File: src/rtl/sbm_pkg.sv
// ============================================================================
// sbm_pkg: shared types and constants of the spectrum bar meter
// Field widths, register map, reset values and the state types of the
// sequencers used by the magnitude unit and the top level.
// ============================================================================
package sbm_pkg;

    // Field and register widths.
    localparam int BIN_WIDTH    = 28;
    localparam int BAR_HEIGHT_W = 13;
    localparam int BPB_W        = 8;
    localparam int FRAME_W      = 16;
    localparam int INDEX_W      = 6;
    localparam int SUM_W        = 28;
    localparam int SCALE_SHIFT  = 20;
    localparam int NUM_BARS_DEF = 64;

    // Configuration port.
    localparam int DATA_W = 32;
    localparam int ADDR_W = 4;

    localparam logic [SUM_W-1:0] SUM_MAX = {SUM_W{1'b1}};

    // Register indexes, taken from paddr[3:2].
    localparam logic [1:0] REG_BAR_HEIGHT   = 2'd0;
    localparam logic [1:0] REG_BINS_PER_BAR = 2'd1;
    localparam logic [1:0] REG_FRAME_BINS   = 2'd2;

    // Register reset values.
    localparam logic [BAR_HEIGHT_W-1:0] BAR_HEIGHT_RST   = 13'd256;
    localparam logic [BPB_W-1:0]        BINS_PER_BAR_RST = 8'd8;
    localparam logic [FRAME_W-1:0]      FRAME_BINS_RST   = 16'd512;

    // One input item: a complex FFT bin.
    typedef struct packed {
        logic signed [BIN_WIDTH-1:0] bin_real;
        logic signed [BIN_WIDTH-1:0] bin_imag;
    } sbm_in_t;

    // One result item: a bar height.
    typedef struct packed {
        logic [INDEX_W-1:0]      bar_index;
        logic [BAR_HEIGHT_W-1:0] bar_level;
        logic                    last_bar;
    } sbm_out_t;

    // Response of the magnitude unit.
    typedef struct packed {
        logic                 done;
        logic [BIN_WIDTH-1:0] mag;
    } sbm_mag_rsp_t;

    // Response of the serial divider.
    typedef struct packed {
        logic             done;
        logic [SUM_W-1:0] quotient;
    } sbm_div_rsp_t;

    // Magnitude unit sequencer.
    typedef enum logic [1:0] {
        MAG_IDLE,
        MAG_SQUARE,
        MAG_ROOT
    } sbm_mag_state_t;

    // Top level sequencer.
    typedef enum logic [2:0] {
        ST_IDLE,
        ST_MAG,
        ST_SCALE,
        ST_SUM,
        ST_DIV,
        ST_OUT
    } sbm_state_t;

endpackage

File: src/rtl/spectrum_bar_meter_core.sv
// ============================================================================
// spectrum_bar_meter_core: FFT bins to bar heights
// Turns complex FFT bins into NUM_BARS averaged, scaled and clamped bar levels.
// ============================================================================
// Usage:
// Bins enter on the s_ channel (valid/ready), one complex bin per item. Each
// bin's magnitude is scaled by bar_height/2^20 and summed; after bins_per_bar
// bins the mean is clamped to bar_height and one bar item leaves on the m_
// channel. After the last bar the remaining bins of the frame give nothing,
// and the counters restart when frame_bins bins have been taken.
// Work per item: the magnitude unit squares, then takes the root one radicand
// bit pair per cycle, then signals done; the scaling takes one bar_height bit
// per cycle, and the sum follows. A bin that closes a bar adds the serial
// divider (28 quotient bits and a done pulse) and the output load before the
// next accept. A bin after the last bar only moves the frame position, and the
// core stays ready. One bin is worked at a time. The output register decouples
// the sides: a bin is accepted while a result waits, and a stalled result holds
// until m_ready. Reset (aresetn low, synchronous) clears the group, bar and
// frame counters, restores the register defaults and drops m_valid. The user
// must write registers over the APB port only while the block is idle; the
// block itself does not enforce this.
// ============================================================================
module spectrum_bar_meter_core
    import sbm_pkg::*;
#(
    parameter int NUM_BARS = NUM_BARS_DEF
) (
    input  logic              aclk,
    input  logic              aresetn,
    // Configuration port
    input  logic              psel,
    input  logic              penable,
    input  logic              pwrite,
    input  logic [ADDR_W-1:0] paddr,
    input  logic [DATA_W-1:0] pwdata,
    output logic [DATA_W-1:0] prdata,
    output logic              pready,
    // Bin input
    input  logic              s_valid,
    output logic              s_ready,
    input  sbm_in_t           s_payload,
    // Bar output
    output logic              m_valid,
    input  logic              m_ready,
    output sbm_out_t          m_payload
);

    localparam int BDW       = $clog2(NUM_BARS + 1);
    localparam int PW        = BIN_WIDTH + BAR_HEIGHT_W;
    localparam int CONTRIB_W = PW - SCALE_SHIFT;
    localparam int SW        = ((SUM_W > CONTRIB_W) ? SUM_W : CONTRIB_W) + 1;
    localparam int SCW       = $clog2(BAR_HEIGHT_W);
    localparam logic [SCW-1:0] SCALE_LAST = SCW'(BAR_HEIGHT_W - 1);
    localparam logic [BDW-1:0] BARS_FULL  = BDW'(NUM_BARS);
    localparam logic [BDW-1:0] BARS_LAST  = BDW'(NUM_BARS - 1);

    sbm_state_t state_reg, state_next;

    logic [BAR_HEIGHT_W-1:0] bar_height_reg, bar_height_next;
    logic [BPB_W-1:0]        bins_per_bar_reg, bins_per_bar_next;
    logic [FRAME_W-1:0]      frame_bins_reg, frame_bins_next;

    logic [SUM_W-1:0]        group_sum_reg, group_sum_next;
    logic [BPB_W-1:0]        bin_in_group_reg, bin_in_group_next;
    logic [BDW-1:0]          bars_done_reg, bars_done_next;
    logic [FRAME_W-1:0]      frame_pos_reg, frame_pos_next;

    logic [PW-1:0]           prod_reg, prod_next;
    logic [PW-1:0]           mcand_reg, mcand_next;
    logic [BAR_HEIGHT_W-1:0] hmul_reg, hmul_next;
    logic [SCW-1:0]          step_reg, step_next;
    logic [BAR_HEIGHT_W-1:0] level_reg, level_next;

    logic                    m_valid_reg, m_valid_next;
    sbm_out_t                m_payload_reg, m_payload_next;

    logic                    cfg_write;
    logic                    in_accept;
    logic                    mag_start, div_start;
    sbm_mag_rsp_t            mag_rsp;
    sbm_div_rsp_t            div_rsp;

    logic [SW-1:0]           sum_wide;
    logic [SUM_W-1:0]        sum_sat;
    logic [BPB_W-1:0]        count;
    logic [BPB_W-1:0]        bpb;
    logic                    group_close;
    logic [FRAME_W:0]        frame_pos_inc;
    logic                    frame_end;
    logic [BDW-1:0]          bars_inc;
    logic                    out_free;

    // Configuration registers
    assign cfg_write = psel && penable && pwrite && pready;
    assign pready    = 1'b1;

    always_comb begin
        bar_height_next   = bar_height_reg;
        bins_per_bar_next = bins_per_bar_reg;
        frame_bins_next   = frame_bins_reg;
        if (cfg_write) begin
            case (paddr[3:2])
                REG_BAR_HEIGHT:   bar_height_next   = pwdata[BAR_HEIGHT_W-1:0];
                REG_BINS_PER_BAR: bins_per_bar_next = pwdata[BPB_W-1:0];
                REG_FRAME_BINS:   frame_bins_next   = pwdata[FRAME_W-1:0];
                default: begin
                end
            endcase
        end
    end

    always_comb begin
        case (paddr[3:2])
            REG_BAR_HEIGHT:   prdata = DATA_W'(bar_height_reg);
            REG_BINS_PER_BAR: prdata = DATA_W'(bins_per_bar_reg);
            REG_FRAME_BINS:   prdata = DATA_W'(frame_bins_reg);
            default:          prdata = '0;
        endcase
    end

    // Arithmetic units
    sbm_magnitude u_sbm_magnitude (
        .aclk    (aclk),
        .aresetn (aresetn),
        .start   (mag_start),
        .re      (s_payload.bin_real),
        .im      (s_payload.bin_imag),
        .rsp     (mag_rsp)
    );

    sbm_divider u_sbm_divider (
        .aclk     (aclk),
        .aresetn  (aresetn),
        .start    (div_start),
        .dividend (sum_sat),
        .divisor  (count),
        .rsp      (div_rsp)
    );

    // Group sum with saturation, and the group close decision.
    assign sum_wide    = SW'(group_sum_reg) + SW'(prod_reg[PW-1:SCALE_SHIFT]);
    assign sum_sat     = (sum_wide > SW'(SUM_MAX)) ? SUM_MAX : SUM_W'(sum_wide);
    assign count       = bin_in_group_reg + 1'b1;
    assign bpb         = (bins_per_bar_reg == '0) ? BPB_W'(1) : bins_per_bar_reg;
    assign group_close = count >= bpb;

    // Frame position and bar counters.
    assign frame_pos_inc = (FRAME_W+1)'(frame_pos_reg) + (FRAME_W+1)'(1);
    assign frame_end     = frame_pos_inc >= (FRAME_W+1)'(frame_bins_reg);
    assign bars_inc      = bars_done_reg + 1'b1;

    assign in_accept = s_valid && s_ready;
    assign s_ready   = (state_reg == ST_IDLE);
    assign out_free  = !m_valid_reg || m_ready;

    always_ff @(posedge aclk) begin
        if (!aresetn) begin
            state_reg        <= ST_IDLE;
            bar_height_reg   <= BAR_HEIGHT_RST;
            bins_per_bar_reg <= BINS_PER_BAR_RST;
            frame_bins_reg   <= FRAME_BINS_RST;
            group_sum_reg    <= '0;
            bin_in_group_reg <= '0;
            bars_done_reg    <= '0;
            frame_pos_reg    <= '0;
            m_valid_reg      <= 1'b0;
        end else begin
            state_reg        <= state_next;
            bar_height_reg   <= bar_height_next;
            bins_per_bar_reg <= bins_per_bar_next;
            frame_bins_reg   <= frame_bins_next;
            group_sum_reg    <= group_sum_next;
            bin_in_group_reg <= bin_in_group_next;
            bars_done_reg    <= bars_done_next;
            frame_pos_reg    <= frame_pos_next;
            m_valid_reg      <= m_valid_next;
        end
        prod_reg      <= prod_next;
        mcand_reg     <= mcand_next;
        hmul_reg      <= hmul_next;
        step_reg      <= step_next;
        level_reg     <= level_next;
        m_payload_reg <= m_payload_next;
    end

    // Sequencer: magnitude, scaling, summing, averaging and output.
    always_comb begin
        state_next        = state_reg;
        group_sum_next    = group_sum_reg;
        bin_in_group_next = bin_in_group_reg;
        bars_done_next    = bars_done_reg;
        frame_pos_next    = frame_pos_reg;
        prod_next         = prod_reg;
        mcand_next        = mcand_reg;
        hmul_next         = hmul_reg;
        step_next         = step_reg;
        level_next        = level_reg;
        m_payload_next    = m_payload_reg;
        m_valid_next      = m_valid_reg && !m_ready;
        mag_start         = 1'b0;
        div_start         = 1'b0;
        case (state_reg)
            ST_IDLE: begin
                if (in_accept) begin
                    if (bars_done_reg >= BARS_FULL) begin
                        // Trailing bin: only the frame position moves, unless the frame ends and all counters restart.
                        if (frame_end) begin
                            group_sum_next    = '0;
                            bin_in_group_next = '0;
                            bars_done_next    = '0;
                            frame_pos_next    = '0;
                        end else begin
                            frame_pos_next = FRAME_W'(frame_pos_inc);
                        end
                    end else begin
                        mag_start  = 1'b1;
                        state_next = ST_MAG;
                    end
                end
            end
            ST_MAG: begin
                if (mag_rsp.done) begin
                    prod_next  = '0;
                    mcand_next = PW'(mag_rsp.mag);
                    hmul_next  = bar_height_reg;
                    step_next  = '0;
                    state_next = ST_SCALE;
                end
            end
            ST_SCALE: begin
                // One bar_height bit per cycle, least significant first.
                prod_next  = prod_reg + (hmul_reg[0] ? mcand_reg : '0);
                mcand_next = mcand_reg << 1;
                hmul_next  = hmul_reg >> 1;
                step_next  = step_reg + 1'b1;
                if (step_reg == SCALE_LAST) begin
                    state_next = ST_SUM;
                end
            end
            ST_SUM: begin
                group_sum_next = sum_sat;
                if (group_close) begin
                    div_start  = 1'b1;
                    state_next = ST_DIV;
                end else begin
                    bin_in_group_next = count;
                    frame_pos_next    = FRAME_W'(frame_pos_inc);
                    state_next        = ST_IDLE;
                end
            end
            ST_DIV: begin
                if (div_rsp.done) begin
                    if (div_rsp.quotient > SUM_W'(bar_height_reg)) begin
                        level_next = bar_height_reg;
                    end else begin
                        level_next = div_rsp.quotient[BAR_HEIGHT_W-1:0];
                    end
                    state_next = ST_OUT;
                end
            end
            ST_OUT: begin
                if (out_free) begin
                    m_valid_next             = 1'b1;
                    m_payload_next.bar_index = INDEX_W'(bars_done_reg);
                    m_payload_next.bar_level = level_reg;
                    m_payload_next.last_bar  = (bars_done_reg == BARS_LAST);
                    group_sum_next           = '0;
                    bin_in_group_next        = '0;
                    if (bars_inc >= BARS_FULL && frame_end) begin
                        bars_done_next = '0;
                        frame_pos_next = '0;
                    end else begin
                        bars_done_next = bars_inc;
                        frame_pos_next = FRAME_W'(frame_pos_inc);
                    end
                    state_next = ST_IDLE;
                end
            end
            default: begin
                state_next = ST_IDLE;
            end
        endcase
    end

    assign m_valid   = m_valid_reg;
    assign m_payload = m_payload_reg;

endmodule

File: src/rtl/sbm_magnitude.sv
// ============================================================================
// sbm_magnitude: bit-serial magnitude of a complex bin
// Forms re^2 + im^2 by shift and add, one multiplier bit per cycle, then takes
// the integer square root two radicand bits per cycle.
// ============================================================================
module sbm_magnitude
    import sbm_pkg::*;
(
    input  logic                        aclk,
    input  logic                        aresetn,
    input  logic                        start,
    input  logic signed [BIN_WIDTH-1:0] re,
    input  logic signed [BIN_WIDTH-1:0] im,
    output sbm_mag_rsp_t                rsp
);

    localparam int W  = BIN_WIDTH;
    localparam int CW = $clog2(W);
    localparam logic [CW-1:0] LAST_STEP = CW'(W - 1);

    sbm_mag_state_t state_reg, state_next;
    logic [W-1:0]   a_reg, a_next;
    logic [W-1:0]   b_reg, b_next;
    logic [2*W-1:0] ma_reg, ma_next;
    logic [2*W-1:0] mb_reg, mb_next;
    logic [2*W-1:0] n_reg, n_next;
    logic [W:0]     rem_reg, rem_next;
    logic [W-1:0]   root_reg, root_next;
    logic [CW-1:0]  cnt_reg, cnt_next;
    logic           done_reg, done_next;

    logic [W-1:0]   re_u, im_u, re_abs, im_abs;
    logic [W+1:0]   rem_sh, trial;
    logic           ge;

    // Absolute values of the two's complement parts.
    assign re_u   = re;
    assign im_u   = im;
    assign re_abs = re_u[W-1] ? (~re_u + 1'b1) : re_u;
    assign im_abs = im_u[W-1] ? (~im_u + 1'b1) : im_u;

    // One root digit: bring down two radicand bits and try the next bit.
    assign rem_sh = {rem_reg[W-1:0], n_reg[2*W-1:2*W-2]};
    assign trial  = {root_reg, 2'b01};
    assign ge     = rem_sh >= trial;

    always_ff @(posedge aclk) begin
        if (!aresetn) begin
            state_reg <= MAG_IDLE;
            done_reg  <= 1'b0;
        end else begin
            state_reg <= state_next;
            done_reg  <= done_next;
        end
        a_reg    <= a_next;
        b_reg    <= b_next;
        ma_reg   <= ma_next;
        mb_reg   <= mb_next;
        n_reg    <= n_next;
        rem_reg  <= rem_next;
        root_reg <= root_next;
        cnt_reg  <= cnt_next;
    end

    // Sequencer: square phase, then root phase.
    always_comb begin
        state_next = state_reg;
        a_next     = a_reg;
        b_next     = b_reg;
        ma_next    = ma_reg;
        mb_next    = mb_reg;
        n_next     = n_reg;
        rem_next   = rem_reg;
        root_next  = root_reg;
        cnt_next   = cnt_reg;
        done_next  = 1'b0;
        case (state_reg)
            MAG_IDLE: begin
                if (start) begin
                    a_next     = re_abs;
                    b_next     = im_abs;
                    ma_next    = (2*W)'(re_abs);
                    mb_next    = (2*W)'(im_abs);
                    n_next     = '0;
                    cnt_next   = '0;
                    state_next = MAG_SQUARE;
                end
            end
            MAG_SQUARE: begin
                n_next  = n_reg + (a_reg[0] ? ma_reg : '0) + (b_reg[0] ? mb_reg : '0);
                a_next  = a_reg >> 1;
                b_next  = b_reg >> 1;
                ma_next = ma_reg << 1;
                mb_next = mb_reg << 1;
                cnt_next = cnt_reg + 1'b1;
                if (cnt_reg == LAST_STEP) begin
                    cnt_next   = '0;
                    rem_next   = '0;
                    root_next  = '0;
                    state_next = MAG_ROOT;
                end
            end
            MAG_ROOT: begin
                rem_next  = ge ? (W+1)'(rem_sh - trial) : (W+1)'(rem_sh);
                root_next = {root_reg[W-2:0], ge};
                n_next    = n_reg << 2;
                cnt_next  = cnt_reg + 1'b1;
                if (cnt_reg == LAST_STEP) begin
                    done_next  = 1'b1;
                    state_next = MAG_IDLE;
                end
            end
            default: begin
                state_next = MAG_IDLE;
            end
        endcase
    end

    assign rsp.done = done_reg;
    assign rsp.mag  = root_reg;

endmodule

File: src/rtl/sbm_divider.sv
// ============================================================================
// sbm_divider: restoring serial divider for the bar average
// Divides the group sum by the bin count, one quotient bit per cycle.
// ============================================================================
module sbm_divider
    import sbm_pkg::*;
(
    input  logic             aclk,
    input  logic             aresetn,
    input  logic             start,
    input  logic [SUM_W-1:0] dividend,
    input  logic [BPB_W-1:0] divisor,
    output sbm_div_rsp_t     rsp
);

    localparam int CW = $clog2(SUM_W);
    localparam logic [CW-1:0] LAST_STEP = CW'(SUM_W - 1);

    logic             busy_reg, busy_next;
    logic             done_reg, done_next;
    logic [SUM_W-1:0] dq_reg, dq_next;
    logic [BPB_W-1:0] rem_reg, rem_next;
    logic [BPB_W-1:0] dvs_reg, dvs_next;
    logic [CW-1:0]    cnt_reg, cnt_next;

    logic [BPB_W:0]   trial;
    logic             ge;

    // Partial remainder with the next dividend bit brought down.
    assign trial = {rem_reg, dq_reg[SUM_W-1]};
    assign ge    = trial >= {1'b0, dvs_reg};

    always_ff @(posedge aclk) begin
        if (!aresetn) begin
            busy_reg <= 1'b0;
            done_reg <= 1'b0;
        end else begin
            busy_reg <= busy_next;
            done_reg <= done_next;
        end
        dq_reg  <= dq_next;
        rem_reg <= rem_next;
        dvs_reg <= dvs_next;
        cnt_reg <= cnt_next;
    end

    // The dividend register shifts out dividend bits and takes quotient bits.
    always_comb begin
        busy_next = busy_reg;
        done_next = 1'b0;
        dq_next   = dq_reg;
        rem_next  = rem_reg;
        dvs_next  = dvs_reg;
        cnt_next  = cnt_reg;
        if (busy_reg) begin
            rem_next = ge ? BPB_W'(trial - {1'b0, dvs_reg}) : BPB_W'(trial);
            dq_next  = {dq_reg[SUM_W-2:0], ge};
            cnt_next = cnt_reg + 1'b1;
            if (cnt_reg == LAST_STEP) begin
                busy_next = 1'b0;
                done_next = 1'b1;
            end
        end else if (start) begin
            busy_next = 1'b1;
            dq_next   = dividend;
            rem_next  = '0;
            dvs_next  = divisor;
            cnt_next  = '0;
        end
    end

    assign rsp.done     = done_reg;
    assign rsp.quotient = dq_reg;

endmodule

File: config.mk
export PLATFORM = sky130hd
export DESIGN_NAME = spectrum_bar_meter_core
export DESIGN_NICKNAME = d
export VERILOG_FILES = /design/src/rtl/sbm_pkg.sv /design/src/rtl/spectrum_bar_meter_core.sv /design/src/rtl/sbm_magnitude.sv /design/src/rtl/sbm_divider.sv
export SDC_FILE = /design/constraint.sdc
export NUM_CORES = 2
export LEC_CHECK = 0
export BUFFER_PORTS_ARGS = -buffer_cell sky130_fd_sc_hd__buf_2
export CAP_MARGIN = 20
export CORE_AREA = 2 2 245 247
export CTS_CLUSTER_SIZE = 16
export DETAILED_ROUTE_END_ITERATION = 8
export DIE_AREA = 0 0 247 249
export PLACE_DENSITY_LB_ADDON = 0.1
export SETUP_SLACK_MARGIN = 0.15
export SYNTH_ARGS = -nofsm -noshare
export SYNTH_HDL_FRONTEND = slang
export SYNTH_HIERARCHICAL = 1
export SYNTH_SLANG_ARGS = --single-unit
File: constraint.sdc
create_clock -name aclk -period 13.98 [get_ports aclk]
set_input_delay 2.796 -clock aclk [delete_from_list [all_inputs] [get_ports aclk]]
set_output_delay 2.796 -clock aclk [all_outputs]
set_load 0.1 [all_outputs]
==> metrics.md <==
| Metric | Value |
|---|---|
| Synthesized flop and latch total | about 570 |
| Filler Cell Count | between 4000 and 5000 |
| Max-cap violation count | 0 |
| Final hold violations | 0 |
| CTS Buffer Depth | 3 |
| Worst Setup End Kind | output port |
| Clk sinks | 571 |
| Least-Margin Pin Slew | ~1100 ps |
| CP dominant cell by count | buf_2 |
| Clk slew on worst S/H paths | around 60 ps |
| WP data arrival | 4220 ps |
| I/O pin cnt | about 150 |
| Critical path data required time | between 10000 and 15000 ps |
| Final TNS setup | 0 ps |
| Die span in y | around 250 µm |
| Outcome | complete, no violations |
| Buf/Inv on CP | 2 |
| PwrDens | roughly 140 nW/µm² |
| FF+latch area | 16100 µm² |
| GP Congestion | 0.895 |
| Slew Limit Fails | 0 |
| Diodes inserted | 0 |
| Max FO, Critical Path | 19 |
| CP Cell Sequence | buf_2 > nor2b_1 > nand2_1 > o21ai_0 > buf_2 |
| Slew HR | between 20% and 30% |
| Initial antenna violation count | 1 |
| Pleak | between 15 and 20 nW |
| Remaining Overflow, GRT | 0 |
| Register area share after synthesis | around 44% |
| DRT Pass-1 Iters | 6 |
| Worst vdd ir | between 0.1 and 0.15 mV |
| DRC Markers | 0 |
| Htree depth | 3 |
| Gates resized, CTS repair | 0 |
| CTS tree | done |
| Die ar. | between 60000 and 70000 µm² |
| IO Port Bufs | ~120 |
| CTS Hold Bufs | 0 |
| Post-route antenna net violation count | 0 |
| Largest cells by area after synthesis | edfxtp_1 39%, ha_1 7.0%, dfxtp_1 5.8%, nand2_1 4.5%, and2_1 4.3% |
| Row cnt | 89 |
| Critical path's slowest cell | nor2b_1 |
| Dominant synthesized flop cell | edfxtp_1 |
| # setup viols final | 0 |
| Syn Inst Count | between 3000 and 4000 |
| Clock Skew | 32.0 ps |
| Initial DRC count | 1894 |
| Routed wire length per instance | between 15 and 20 µm |
| Area share of the largest cell type after synthesis | 38.5% |
| Final net count | a little over 4000 |
| FMAX | between 100 and 150 MHz |
| Vias per cell | approximately 5.9 |
| Clk root buf | clkbuf_16 |
| Synth unique cells | between 100 and 150 |
| Initial Utilization | about three fifths |
| TritonCTS Buffers | 66 |
| Largest net degree at the start of global routing | 108 |
| Share of layout cells above drive strength 1 | a little under a tenth |
| Min-Delay Path Class | reg2reg |
| Setup bufs post-CTS | 0 |
| CP Class | in2out |
| Worst-skew pair later-pin latency | about 620 ps |
| Post-synth EDFFs | 466 |
| Avg Inst Size Synth | between 9 and 10 µm² |
| Post-DP HPWL | approximately 58000 µm |
| Vias in the first global route | roughly 27000 |
| Post-synth ARST share | 0% |
| Final Cycle Share | approximately 50% |
| Gr usage total | between 20% and 30% |
| Syn Std Cell Area | between 30000 and 40000 µm² |
| Placed Cells | 4443 |
| WL final | roughly 80000 µm |
| Non-Filler Instances | about 4600 |
| Cell family contributing the most delay on the critical path | buffers and inverters |
| First-pass GRT wire length | 133000 µm |
| Fin crit period | 7010 ps |
| Die X | about 250 µm |
| Max incr delay on CP | approximately 470 ps |
| Core footprint | 58700 µm² |
| Multi-input logic area | around 19000 µm² |
| Yosys top cell by area | edfxtp_1 |
| Warnings, synthesis | 6 |
| Area grow syn2layout | 8.81% |
| Unrepaired setup endpoints after global routing | no |
| Worst Setup Start Kind | input port |
| Via count | 27100 |
==> worst paths after layout <==
path	start	endpoint	slack, ps	depth (start not counted)
worst max-delay path	paddr[2]	prdata[3]	6970	5
worst max register to register	u_sbm_magnitude/a_reg[0]	u_sbm_magnitude/n_reg[53]	8960	15
worst min register to register	level_reg[9]	m_payload[10]	420	0
worst min-delay path	level_reg[9]	m_payload[10]	420	0
==> report_power, final <==
| part | internal (mW) | total [mW] | switching [mW] |
|---|---|---|---|
| Combinational | 0.678 | 1.77 | 1.10 |
| Sequential | 2.10 | 2.20 | 0.104 |
| Clock | 0.981 | 1.69 | 0.707 |
==> layer usage <==
| layer | global-route usage, % | part of all wire (%) |
|---|---|---|
| met5 | 0 | 0 |
| met4 | 7.81 | 2.5 |
| met3 | 3.46 | 4.5 |
| met2 | 45.6 | 49 |
| met1 | 34.2 | 44 |
==> final cells by class <==
cell class	instances	area share [%]
Clock inverter	37	0.817
Inverter	218	2.07
Multi-Input combinational cell	2741	47.4
Sequential cell	571	40.7
Timing Repair Buffer	143	2.05
Clock buffer	83	4.50
Tap cell	773	2.45
==> synthesized netlist by cell type, types with 35 or more instances <==
cell type,number
edfxtp_1,466
nand2_1,439
nor2_1,257
and2_1,248
a21oi_1,242
inv_1,218
ha_1,204
o21ai_0,178
clkbuf_1,149
xnor2_1,129
dfxtp_1,105
a21o_1,101
nand3_1,70
xor2_1,67
fa_1,59
mux2i_1,49
mux2_2,46
nor3_1,43
a21boi_0,41
nor2b_1,40
and3_1,35
==> cells by family (layout without fill, tap and decap cells) <==
family	count (synthesis)	in the layout	share of synthesized area, %
other	2	17	0.0207
adders and majority gates	263	263	10.3
buffers and inverters	405	481	4.48
DFF	571	571	44.3
muxes	95	95	2.78
and+or+nand+nor	1298	1298	17.5
AOI/OAI and AO/OA	872	872	15.9
xor gates and xnor gates	196	196	4.73
==> per-stage QoR <==
stage               setup WS (ps)  cell area, µm²  power (mW)  hold WS, ps  util [%]
floorplan                    5360           36400        3.59          400         -
global placement             6990           37400        3.94          406      63.6
detailed placement           6990           37400        3.98          406      63.6
CTS                          6990           39500        5.69          422      67.2
global route                 6820           39500        5.99          431      67.3
finish                       6970           39500        5.67          419      67.3
==> cells in the final DEF (no fill, tap or decap), drive strengths merged, types with 34 or more instances in the layout <==
cell / count
buf: 143
ha: 204
nor3: 43
mux2: 46
and3: 37
a21boi: 43
o21bai: 34
edfxtp: 466
o21ai: 188
nand2: 440
xnor2: 129
dfxtp: 105
nor2b: 42
xor2: 67
nand4: 34
fa: 59
nor2: 257
clkbuf: 83
nand3: 70
inv: 221
mux2i: 49
a21o: 102
and2: 250
a21oi: 247
Note: power is estimated with default switching activity, not from simulation.
